## src/bpe_token_expander_assert.svh

```systemverilog
// ----------------------------------------------------------------------------
// bpe_token_expander_assert.svh
// assertion macros used by the token expander walker
// ----------------------------------------------------------------------------
`ifndef BPE_TOKEN_EXPANDER_ASSERT_SVH
`define BPE_TOKEN_EXPANDER_ASSERT_SVH

// condition holds at every edge out of reset
`define BTE_ASSERT_HOLDS(label, cond, msg) \
	label: assert property (@(posedge clk) disable iff (!arst_n) (cond)) else $error(msg);

// same-cycle implication
`define BTE_ASSERT_IMPLIES(label, ante, cons, msg) \
	label: assert property (@(posedge clk) disable iff (!arst_n) (ante) |-> (cons)) \
		else $error(msg);

// next-cycle implication
`define BTE_ASSERT_NEXT(label, ante, cons, msg) \
	label: assert property (@(posedge clk) disable iff (!arst_n) (ante) |=> (cons)) \
		else $error(msg);

`endif

```

## src/bte_pkg.sv

```systemverilog
// ----------------------------------------------------------------------------
// bte_pkg
// shared types and constants of the bpe token expander
// ----------------------------------------------------------------------------
package bte_pkg;

	localparam int ID_W   = 9;
	localparam int BYTE_W = 8;
	localparam int ERR_W  = 2;
	localparam int PAIR_W = 2 * ID_W;

	localparam int MERGE_ENTRIES_DEF = 32;
	localparam int MAX_EXPANSION_DEF = 64;
	localparam int STACK_DEPTH_DEF   = 32;

	localparam logic [ID_W-1:0] VOCAB_RESET = 9'd256;

	localparam logic KIND_DECODE = 1'b0;
	localparam logic KIND_WRITE  = 1'b1;

	localparam logic [ERR_W-1:0] ERR_OK   = 2'd0;
	localparam logic [ERR_W-1:0] ERR_OOV  = 2'd1;
	localparam logic [ERR_W-1:0] ERR_LONG = 2'd2;
	localparam logic [ERR_W-1:0] ERR_OVF  = 2'd3;

	typedef struct packed {
		logic              kind;
		logic [ID_W-1:0]   tok_id;
		logic [ID_W-1:0]   left_child;
		logic [ID_W-1:0]   right_child;
	} bte_item_t;

	typedef struct packed {
		logic [BYTE_W-1:0] byte_out;
		logic              last;
		logic [ERR_W-1:0]  error_code;
	} bte_beat_t;

endpackage

```

## src/bpe_token_expander.sv

```systemverilog
// ----------------------------------------------------------------------------
// bpe_token_expander
// expands byte-pair-encoding token ids into raw bytes via a merge store
// ----------------------------------------------------------------------------
// channel   dir  tdata / data           tuser       tlast
// s_axis    in   tok_id,left,right      kind        -
// m_axis    out  byte_out               error_code  last
// cfg       in   vocabulary size        -           -
//
// a merge write beat goes straight into the merge store; a decode walks its
// pair tree twice, first to check for faults, then to emit; each leaf is one
// step, each merged node a merge store read, then a push, and each stack pop one
// reset clears the walk state and sets the vocabulary size to 256; the merge
// store holds no reset value and the pending stack is emptied by its count alone
// a stalled output beat holds the walk; the input takes no beat mid walk
// ----------------------------------------------------------------------------
module bpe_token_expander
	import bte_pkg::*;
#(
	parameter int MERGE_ENTRIES = MERGE_ENTRIES_DEF,
	parameter int MAX_EXPANSION = MAX_EXPANSION_DEF,
	parameter int STACK_DEPTH   = STACK_DEPTH_DEF
) (
	input  logic             clk,
	input  logic             arst_n,
	input  logic             s_axis_tvalid,
	output logic             s_axis_tready,
	input  logic [31:0]      s_axis_tdata,  // tok_id, left_child, right_child
	input  logic             s_axis_tuser,  // kind
	output logic             m_axis_tvalid,
	input  logic             m_axis_tready,
	output logic [7:0]       m_axis_tdata,  // byte_out
	output logic [1:0]       m_axis_tuser,  // error_code
	output logic             m_axis_tlast,
	input  logic             cfg_valid,
	output logic             cfg_ready,
	input  logic [ID_W-1:0]  cfg_data
);

	localparam int MA_W = (MERGE_ENTRIES > 1) ? $clog2(MERGE_ENTRIES) : 1;

	logic [ID_W-1:0]   vocab_q;
	bte_item_t         item;
	logic              mwr_en;
	logic [MA_W-1:0]   mwr_addr;
	logic [PAIR_W-1:0] mwr_data;
	logic              mrd_en;
	logic [MA_W-1:0]   mrd_addr;
	logic [PAIR_W-1:0] mrd_data;
	logic              out_free;
	logic              out_load;
	bte_beat_t         beat;
	logic              out_valid_q;
	bte_beat_t         out_q;

	assign item.kind        = s_axis_tuser;
	assign item.tok_id      = s_axis_tdata[ID_W-1:0];
	assign item.left_child  = s_axis_tdata[2*ID_W-1:ID_W];
	assign item.right_child = s_axis_tdata[3*ID_W-1:2*ID_W];

	assign cfg_ready = 1'b1;

	always_ff @(posedge clk or negedge arst_n) begin
		if (!arst_n) begin
			vocab_q <= VOCAB_RESET;
		end else if (cfg_valid) begin
			vocab_q <= cfg_data;
		end
	end

	bte_merge_mem #(
		.MERGE_ENTRIES (MERGE_ENTRIES),
		.MA_W          (MA_W)
	) u_merge (
		.clk     (clk),
		.wr_en   (mwr_en),
		.wr_addr (mwr_addr),
		.wr_data (mwr_data),
		.rd_en   (mrd_en),
		.rd_addr (mrd_addr),
		.rd_data (mrd_data)
	);

	bte_walker #(
		.MERGE_ENTRIES (MERGE_ENTRIES),
		.MAX_EXPANSION (MAX_EXPANSION),
		.STACK_DEPTH   (STACK_DEPTH),
		.MA_W          (MA_W)
	) u_walker (
		.clk      (clk),
		.arst_n   (arst_n),
		.vocab    (vocab_q),
		.in_valid (s_axis_tvalid),
		.in_ready (s_axis_tready),
		.in_item  (item),
		.mwr_en   (mwr_en),
		.mwr_addr (mwr_addr),
		.mwr_data (mwr_data),
		.mrd_en   (mrd_en),
		.mrd_addr (mrd_addr),
		.mrd_data (mrd_data),
		.out_free (out_free),
		.out_load (out_load),
		.out_beat (beat)
	);

	// output beat register
	assign out_free = !out_valid_q || m_axis_tready;

	always_ff @(posedge clk or negedge arst_n) begin
		if (!arst_n) begin
			out_valid_q <= 1'b0;
		end else if (out_load) begin
			out_valid_q <= 1'b1;
		end else if (m_axis_tready) begin
			out_valid_q <= 1'b0;
		end
	end

	always_ff @(posedge clk) begin
		if (out_load) begin
			out_q <= beat;
		end
	end

	assign m_axis_tvalid = out_valid_q;
	assign m_axis_tdata  = out_q.byte_out;
	assign m_axis_tuser  = out_q.error_code;
	assign m_axis_tlast  = out_q.last;

endmodule

```

## src/bte_merge_mem.sv

```systemverilog
// ----------------------------------------------------------------------------
// bte_merge_mem
// merge store: one write port, one registered read port
// ----------------------------------------------------------------------------
module bte_merge_mem
	import bte_pkg::*;
#(
	parameter int MERGE_ENTRIES = MERGE_ENTRIES_DEF,
	parameter int MA_W          = (MERGE_ENTRIES > 1) ? $clog2(MERGE_ENTRIES) : 1
) (
	input  logic              clk,
	input  logic              wr_en,
	input  logic [MA_W-1:0]   wr_addr,
	input  logic [PAIR_W-1:0] wr_data,
	input  logic              rd_en,
	input  logic [MA_W-1:0]   rd_addr,
	output logic [PAIR_W-1:0] rd_data
);

	logic [PAIR_W-1:0] mem [MERGE_ENTRIES];

	always_ff @(posedge clk) begin
		if (wr_en) begin
			mem[wr_addr] <= wr_data;
		end
		if (rd_en) begin
			rd_data <= mem[rd_addr];
		end
	end

endmodule

```

## src/bte_walker.sv

```systemverilog
// ----------------------------------------------------------------------------
// bte_walker
// pair tree walker: check pass, then emit pass, with the pending stack
// ----------------------------------------------------------------------------
module bte_walker
	import bte_pkg::*;
#(
	parameter int MERGE_ENTRIES = MERGE_ENTRIES_DEF,
	parameter int MAX_EXPANSION = MAX_EXPANSION_DEF,
	parameter int STACK_DEPTH   = STACK_DEPTH_DEF,
	parameter int MA_W          = (MERGE_ENTRIES > 1) ? $clog2(MERGE_ENTRIES) : 1
) (
	input  logic              clk,
	input  logic              arst_n,
	input  logic [ID_W-1:0]   vocab,
	input  logic              in_valid,
	output logic              in_ready,
	input  bte_item_t         in_item,
	output logic              mwr_en,
	output logic [MA_W-1:0]   mwr_addr,
	output logic [PAIR_W-1:0] mwr_data,
	output logic              mrd_en,
	output logic [MA_W-1:0]   mrd_addr,
	input  logic [PAIR_W-1:0] mrd_data,
	input  logic              out_free,
	output logic              out_load,
	output bte_beat_t         out_beat
);

	localparam int SA_W = $clog2(STACK_DEPTH);
	localparam int CW   = $clog2(STACK_DEPTH + 1);
	localparam int NW   = $clog2(MAX_EXPANSION + 1);

	localparam logic [1:0] ST_IDLE  = 2'd0;
	localparam logic [1:0] ST_EVAL  = 2'd1;
	localparam logic [1:0] ST_MERGE = 2'd2;
	localparam logic [1:0] ST_POP   = 2'd3;

	logic [1:0]       state_q;
	logic             pass_q;
	logic [ID_W-1:0]  cur_q;
	logic [ID_W-1:0]  root_q;
	logic [CW-1:0]    cnt_q;
	logic [NW-1:0]    nb_q;

	logic [ID_W-1:0]  stk [STACK_DEPTH];
	logic [ID_W-1:0]  stk_rd_q;

	logic             is_byte;
	logic             in_store;
	logic             oov;
	logic             too_long;
	logic             full;
	logic             fault;
	logic             leaf;
	logic             go_merge;
	logic             stall;
	logic             pop;
	logic [ERR_W-1:0] err;
	logic [SA_W-1:0]  pop_addr;
	logic [CW-1:0]    cnt_dec;

	assign in_ready = (state_q == ST_IDLE);
	assign is_byte  = !cur_q[ID_W-1];
	assign in_store = {1'b0, cur_q[BYTE_W-1:0]} < ID_W'(MERGE_ENTRIES);
	assign oov      = (cur_q >= vocab) || !in_store;
	assign too_long = nb_q >= NW'(MAX_EXPANSION);
	assign full     = cnt_q == CW'(STACK_DEPTH);
	assign cnt_dec  = cnt_q - 1'b1;
	assign pop_addr = cnt_dec[SA_W-1:0];

	always_comb begin
		fault    = 1'b0;
		leaf     = 1'b0;
		go_merge = 1'b0;
		err      = ERR_OK;
		if (state_q == ST_EVAL) begin
			if (is_byte) begin
				if (too_long) begin
					fault = 1'b1;
					err   = ERR_LONG;
				end else begin
					leaf = 1'b1;
				end
			end else if (oov) begin
				fault = 1'b1;
				err   = ERR_OOV;
			end else if (full) begin
				fault = 1'b1;
				err   = ERR_OVF;
			end else begin
				go_merge = 1'b1;
			end
		end
	end

	assign stall    = (fault || (leaf && pass_q)) && !out_free;
	assign out_load = !stall && (fault || (leaf && pass_q));
	assign pop      = leaf && !stall && (cnt_q != '0);

	assign out_beat.byte_out   = fault ? '0 : cur_q[BYTE_W-1:0];
	assign out_beat.last       = fault || (cnt_q == '0);
	assign out_beat.error_code = err;

	assign mrd_en   = go_merge;
	assign mrd_addr = cur_q[MA_W-1:0];

	assign mwr_en   = in_valid && in_ready && (in_item.kind == KIND_WRITE)
		&& in_item.tok_id[ID_W-1]
		&& ({1'b0, in_item.tok_id[BYTE_W-1:0]} < ID_W'(MERGE_ENTRIES));
	assign mwr_addr = in_item.tok_id[MA_W-1:0];
	assign mwr_data = {in_item.left_child, in_item.right_child};

	// pending right children
	always_ff @(posedge clk) begin
		if (state_q == ST_MERGE) begin
			stk[cnt_q[SA_W-1:0]] <= mrd_data[ID_W-1:0];
		end
		if (pop) begin
			stk_rd_q <= stk[pop_addr];
		end
	end

	always_ff @(posedge clk or negedge arst_n) begin
		if (!arst_n) begin
			state_q <= ST_IDLE;
			pass_q  <= 1'b0;
			cnt_q   <= '0;
			nb_q    <= '0;
		end else begin
			case (state_q)
				ST_IDLE: begin
					if (in_valid && (in_item.kind == KIND_DECODE)) begin
						cur_q   <= in_item.tok_id;
						root_q  <= in_item.tok_id;
						cnt_q   <= '0;
						nb_q    <= '0;
						pass_q  <= 1'b0;
						state_q <= ST_EVAL;
					end
				end
				ST_EVAL: begin
					if (fault && !stall) begin
						cnt_q   <= '0;
						state_q <= ST_IDLE;
					end else if (leaf && !stall) begin
						nb_q <= nb_q + 1'b1;
						if (cnt_q == '0) begin
							if (pass_q) begin
								state_q <= ST_IDLE;
							end else begin
								// check pass clean, walk again and emit
								pass_q <= 1'b1;
								cur_q  <= root_q;
								nb_q   <= '0;
							end
						end else begin
							cnt_q   <= cnt_dec;
							state_q <= ST_POP;
						end
					end else if (go_merge) begin
						state_q <= ST_MERGE;
					end
				end
				ST_MERGE: begin
					cnt_q   <= cnt_q + 1'b1;
					cur_q   <= mrd_data[PAIR_W-1:ID_W];
					state_q <= ST_EVAL;
				end
				ST_POP: begin
					cur_q   <= stk_rd_q;
					state_q <= ST_EVAL;
				end
				default: begin
					state_q <= ST_IDLE;
				end
			endcase
		end
	end

`include "bpe_token_expander_assert.svh"

	`BTE_ASSERT_IMPLIES(a_push_room, state_q == ST_MERGE, cnt_q < CW'(STACK_DEPTH), "push on full stack")
	`BTE_ASSERT_HOLDS(a_nb_bound, nb_q <= NW'(MAX_EXPANSION), "byte count past cap")
	`BTE_ASSERT_IMPLIES(a_emit_pass, out_load && !fault, pass_q, "byte emitted during check pass")
	`BTE_ASSERT_NEXT(a_merge_eval, state_q == ST_MERGE, state_q == ST_EVAL, "merge step not followed by eval")

endmodule
```

## config.mk

```make
export PLATFORM = sky130hd
export DESIGN_NAME = bpe_token_expander
export DESIGN_NICKNAME = d
export VERILOG_FILES = /design/src/bte_pkg.sv /design/src/bpe_token_expander.sv /design/src/bte_merge_mem.sv /design/src/bte_walker.sv
export VERILOG_INCLUDE_DIRS = /design/src /design/src/src
export SDC_FILE = /design/constraint.sdc
export NUM_CORES = 1
export LEC_CHECK = 0
export ABC_AREA = 1
export BUFFER_PORTS_ARGS = -buffer_cell sky130_fd_sc_hd__buf_2
export CORE_MARGIN = 3
export CORE_UTILIZATION = 35
export CTS_CLUSTER_SIZE = 12
export DETAILED_ROUTE_END_ITERATION = 12
export GPL_TIMING_DRIVEN = 1
export PLACE_DENSITY = 0.55
export SYNTH_ARGS = -nofsm -noshare
export SYNTH_HDL_FRONTEND = slang
export SYNTH_HIERARCHICAL = 1
export SYNTH_SLANG_ARGS = --single-unit
```

## constraint.sdc

```tcl
create_clock -name clk -period 2.8 [get_ports clk]
set_clock_uncertainty 0.2 [all_clocks]
set_input_delay 0.28 -clock clk [delete_from_list [all_inputs] [get_ports clk]]
set_output_delay 0.28 -clock clk [all_outputs]
set_load 0.05 [all_outputs]
```

==> results.tsv <==
stage	metric	value	unit
sta	achievable frequency	378.4	MHz
final_layout	Nets	3481	
global_route	initial antenna violation count	1	
yosys	asr flop ratio synth	0.02748	
final_layout	share of cells above drive strength 1	0.1215	
final_layout	area grow syn2layout	17.10	%
route	final wirelength	101.1	mm
yosys	flops & latches, synth	946	
power	leakage	0.01624	uW
clock_network	TritonCTS clock tree	done	
global_route	GRT Util Overall	0.1731	
clock_network	clock slew at reported path FFs	0.06	ns
floorplan	die height	340.4	microns
yosys	Seq/Total Area, Yosys	0.7224	
critical_path	Reg-to-Reg End	u_walker/stk_rd_q[1]$_DFFE_PP_	
place	DP Worst Slack	0.1118	ns
sta	setup TNS	0	ns
yosys	syn_nets	3319	
clock_network	number of buffers created by CTS	100	
critical_path	worst r2r src	u_walker/cnt_q[0]$_DFFE_PN0P_	
floorplan	row count	122	
floorplan	overall die width	340.4	microns
worst_hold_path	Hold Startpoint	s_axis_tdata[9]	
worst_hold_path	HP Class	primary input to register	
final_layout	design area	45830	sq um
critical_path	WP data required	3.13	ns
critical_path	Worst Setup End Kind	register	
sta	crit path time final	2.643	ns
floorplan	core area	110800	sq um
place	Placer Congestion	0.8194	
place	number of port buffers	54	
sta	Max Slew Vio Count	0	
clock_network	clk buf depth	3	
sta	Tcrit/Tclk final	0.9439	
sta	hold slack	0.03222	ns
clock_network	clk_lat worst skew	0.68	ns
sta	Slew @ Worst Pin	1.105	ns
place	placed instance count	4744	
yosys	predominant post-synthesis flop cell	edfxtp_1	
critical_path	worst path arrival time	2.98	ns
global_route	vias in the first global route	24368	
final_layout	Finished Layout Cells	4982	
route	drt first pass iters	5	
floorplan	Starting Density	0.3532	
yosys	syn_area_per_cell	12.04	sq um
critical_path	Reg2Reg Setup Slack	0.16	ns
clock_network	clk sinks	946	
run_status	status	completed	
sta	Worst slew margin	0.2636	
global_route	pin count of the biggest net entering global routing	153	
place	DP HPWL	58.67	mm
yosys	post-synthesis cell count	3252	
yosys	synth unique cells	45	
floorplan	io pins	61	
global_route	grt total ovfl	0	
power	worst vdd ir	0.0006891	V
sta	final worst setup slack	0.1570	ns
clock_network	CTS root buf	clkbuf_16	
sta	Final Hold Viols	0	
sta	RSZ-0062 raised after global routing	no	
floorplan	die footprint	115900	sq um
route	Detail Route Antenna Nets	0	
place	instance area at placement	42300	sq um
power	Pwr Density	926.7	nW/um^2
sta	# setup viols final	0	
critical_path	crit path kind	register to register	
critical_path	Worst Reg-to-Reg Cells	8	
route	drt via density	5.023	
route	residual DRC count	0	
yosys	warnings from Yosys	6	
yosys	Post-Syn Area	39140	sq um
clock_network	H-tree depth	3	
route	first-iteration detailed-routing DRC count	2111	
route	drt wl/cell	20.30	microns
global_route	first-pass GRT wire length	153.0	mm
flow_run	MaxCap Viol Count	0	
yosys	number of flops mapped to enable cells by yosys	920	
critical_path	Critical Path Source Type	register	
critical_path	Critical Path Fanout Max	27	
critical_path	CP startpoint	u_walker/cnt_q[0]$_DFFE_PN0P_	
route	vias post-DR	25027	
critical_path	worst setup path endpoint	u_walker/stk_rd_q[1]$_DFFE_PP_	
## synth_stat cells, drive strengths merged (4+ instances only)
cell	instances	area, sq um
buf	171	1164
nand4	6	52.55
inv	69	271.5
edfxtp	920	27630
clkinv	5	18.77
xor2	7	80.08
o22ai	36	225.2
a21oi	17	85.08
a31oi	17	106.4
ha	20	250.2
clkbuf	47	178.9
o211ai	36	270.3
nor2	252	970.9
o221ai	36	315.3
nand3	472	2410
nand2	941	3545
o21ai	160	819.5
dfrtp	25	625.6
a211oi	4	30.03
## per-stage QoR
| stage | power (uW) | utilization |
|---|---|---|
| 2_1_floorplan | 25890 | - |
| 3_3_place_gp | 30500 | 0.3817 |
| 3_5_place_dp | 30570 | 0.3817 |
| 4_1_cts | 42810 | 0.4134 |
| 5_1_grt | 44770 | 0.4135 |
| 6_report | 42470 | 0.4136 |
## registers in the layout, indices dropped and copies added, names as in the netlist
register / count
u_walker/cur_q: 9
u_walker/pass_q: 1
m_axis_tlast: 1
u_merge/mem: 576
u_walker/stk: 288
m_axis_tuser: 2
u_walker/stk_rd_q: 9
u_walker/nb_q: 7
m_axis_tdata: 8
u_walker/cnt_q: 6
u_walker/root_q: 9
u_merge/rd_data: 18
m_axis_tvalid: 1
u_walker/state_q: 2
vocab_q: 9
## power breakdown
group	internal, uW	leakage, uW	switching, uW
clock network	6810	0.00144	5300
registers	16100	0.00861	255
logic	4240	0.00619	9720
total	27200	0.0162	15300
## timing repair
action / in CTS / in global routing
hold buffers: 56 / 0
setup buffers: 0 / 0
resized for setup: 0 / 1
setup endpoints to repair: 0 / 1
hold endpoints to repair: 462 / 0
## area by class of cell
type,count,area (sq um)
fill,10429,64990
sequential,946,28280
multi-input combinational,2014,9569
timing repair buffer,278,2855
clock buffer,131,2650
tap,1488,1862
clock inverter,48,309.0
inverter,74,299.0
antenna,3,7.507
## worst max-delay path, cell delays in order, from the launching register on
cell      delay (ns)
dfrtp_4         0.44
inv_4           0.06
ha_2            0.39
buf_4           0.33
o21ai_0         0.14
o221ai_1        0.32
o211ai_1        0.24
a31oi_1         0.22
buf_4           0.15
## logic make-up after synthesis
logic type	share of synthesized area
AO/OA/AOI/OAI	0.04817
XOR/XNOR	0.002493
AND/OR/NAND/NOR	0.1787
buffers and inverters	0.04171
flip-flops	0.7224
adder cells (fa/ha/maj)	0.006393
other	0.00009580
## layout by cell type, fill, tap and decap left out, types with 7 or more instances in the layout
cell type | synthesis | final
dfrtp_1 | 25 | 24
inv_2 | 6 | 7
clkinv_1 | 5 | 29
ha_1 | 20 | 18
edfxtp_1 | 920 | 920
buf_4 | 63 | 107
nor2_1 | 248 | 215
inv_1 | 59 | 57
clkbuf_16 | 0 | 101
nand3_1 | 467 | 463
o211ai_1 | 36 | 36
dlygate4sd3_1 | 0 | 56
a31oi_1 | 17 | 17
clkbuf_1 | 45 | 29
nor2_4 | 3 | 35
nand2_1 | 938 | 938
buf_2 | 63 | 54
nand3_4 | 3 | 7
o221ai_1 | 36 | 36
clkinv_2 | 0 | 16
a21oi_1 | 17 | 15
o22ai_1 | 36 | 36
o21ai_0 | 151 | 151
buf_12 | 0 | 61
## layer usage
metal,up-vias,track usage,share of wire
li1,11846,-,-
met1,12370,0.2417,0.45
met2,661,0.2787,0.47
met3,150,0.02964,0.060
met4,0,0.04843,0.024
met5,-,0,0
## worst min-delay path by stage
stage | to | slack, ns | depth (start not counted)
3_3_place_gp | m_axis_tvalid$_DFFE_PN0P_ | 0.007 | 1
2_1_floorplan | m_axis_tvalid$_DFFE_PN0P_ | -0.22 | 0
3_5_place_dp | m_axis_tvalid$_DFFE_PN0P_ | 0.006 | 1
5_1_grt | u_merge/mem[4][9]$_DFFE_PP_ | 0.02 | 1
4_1_cts | u_merge/mem[0][6]$_DFFE_PP_ | 0.006 | 1
6_report | u_merge/mem[4][9]$_DFFE_PP_ | 0.03 | 1
Power figures use the tool's default switching activity.
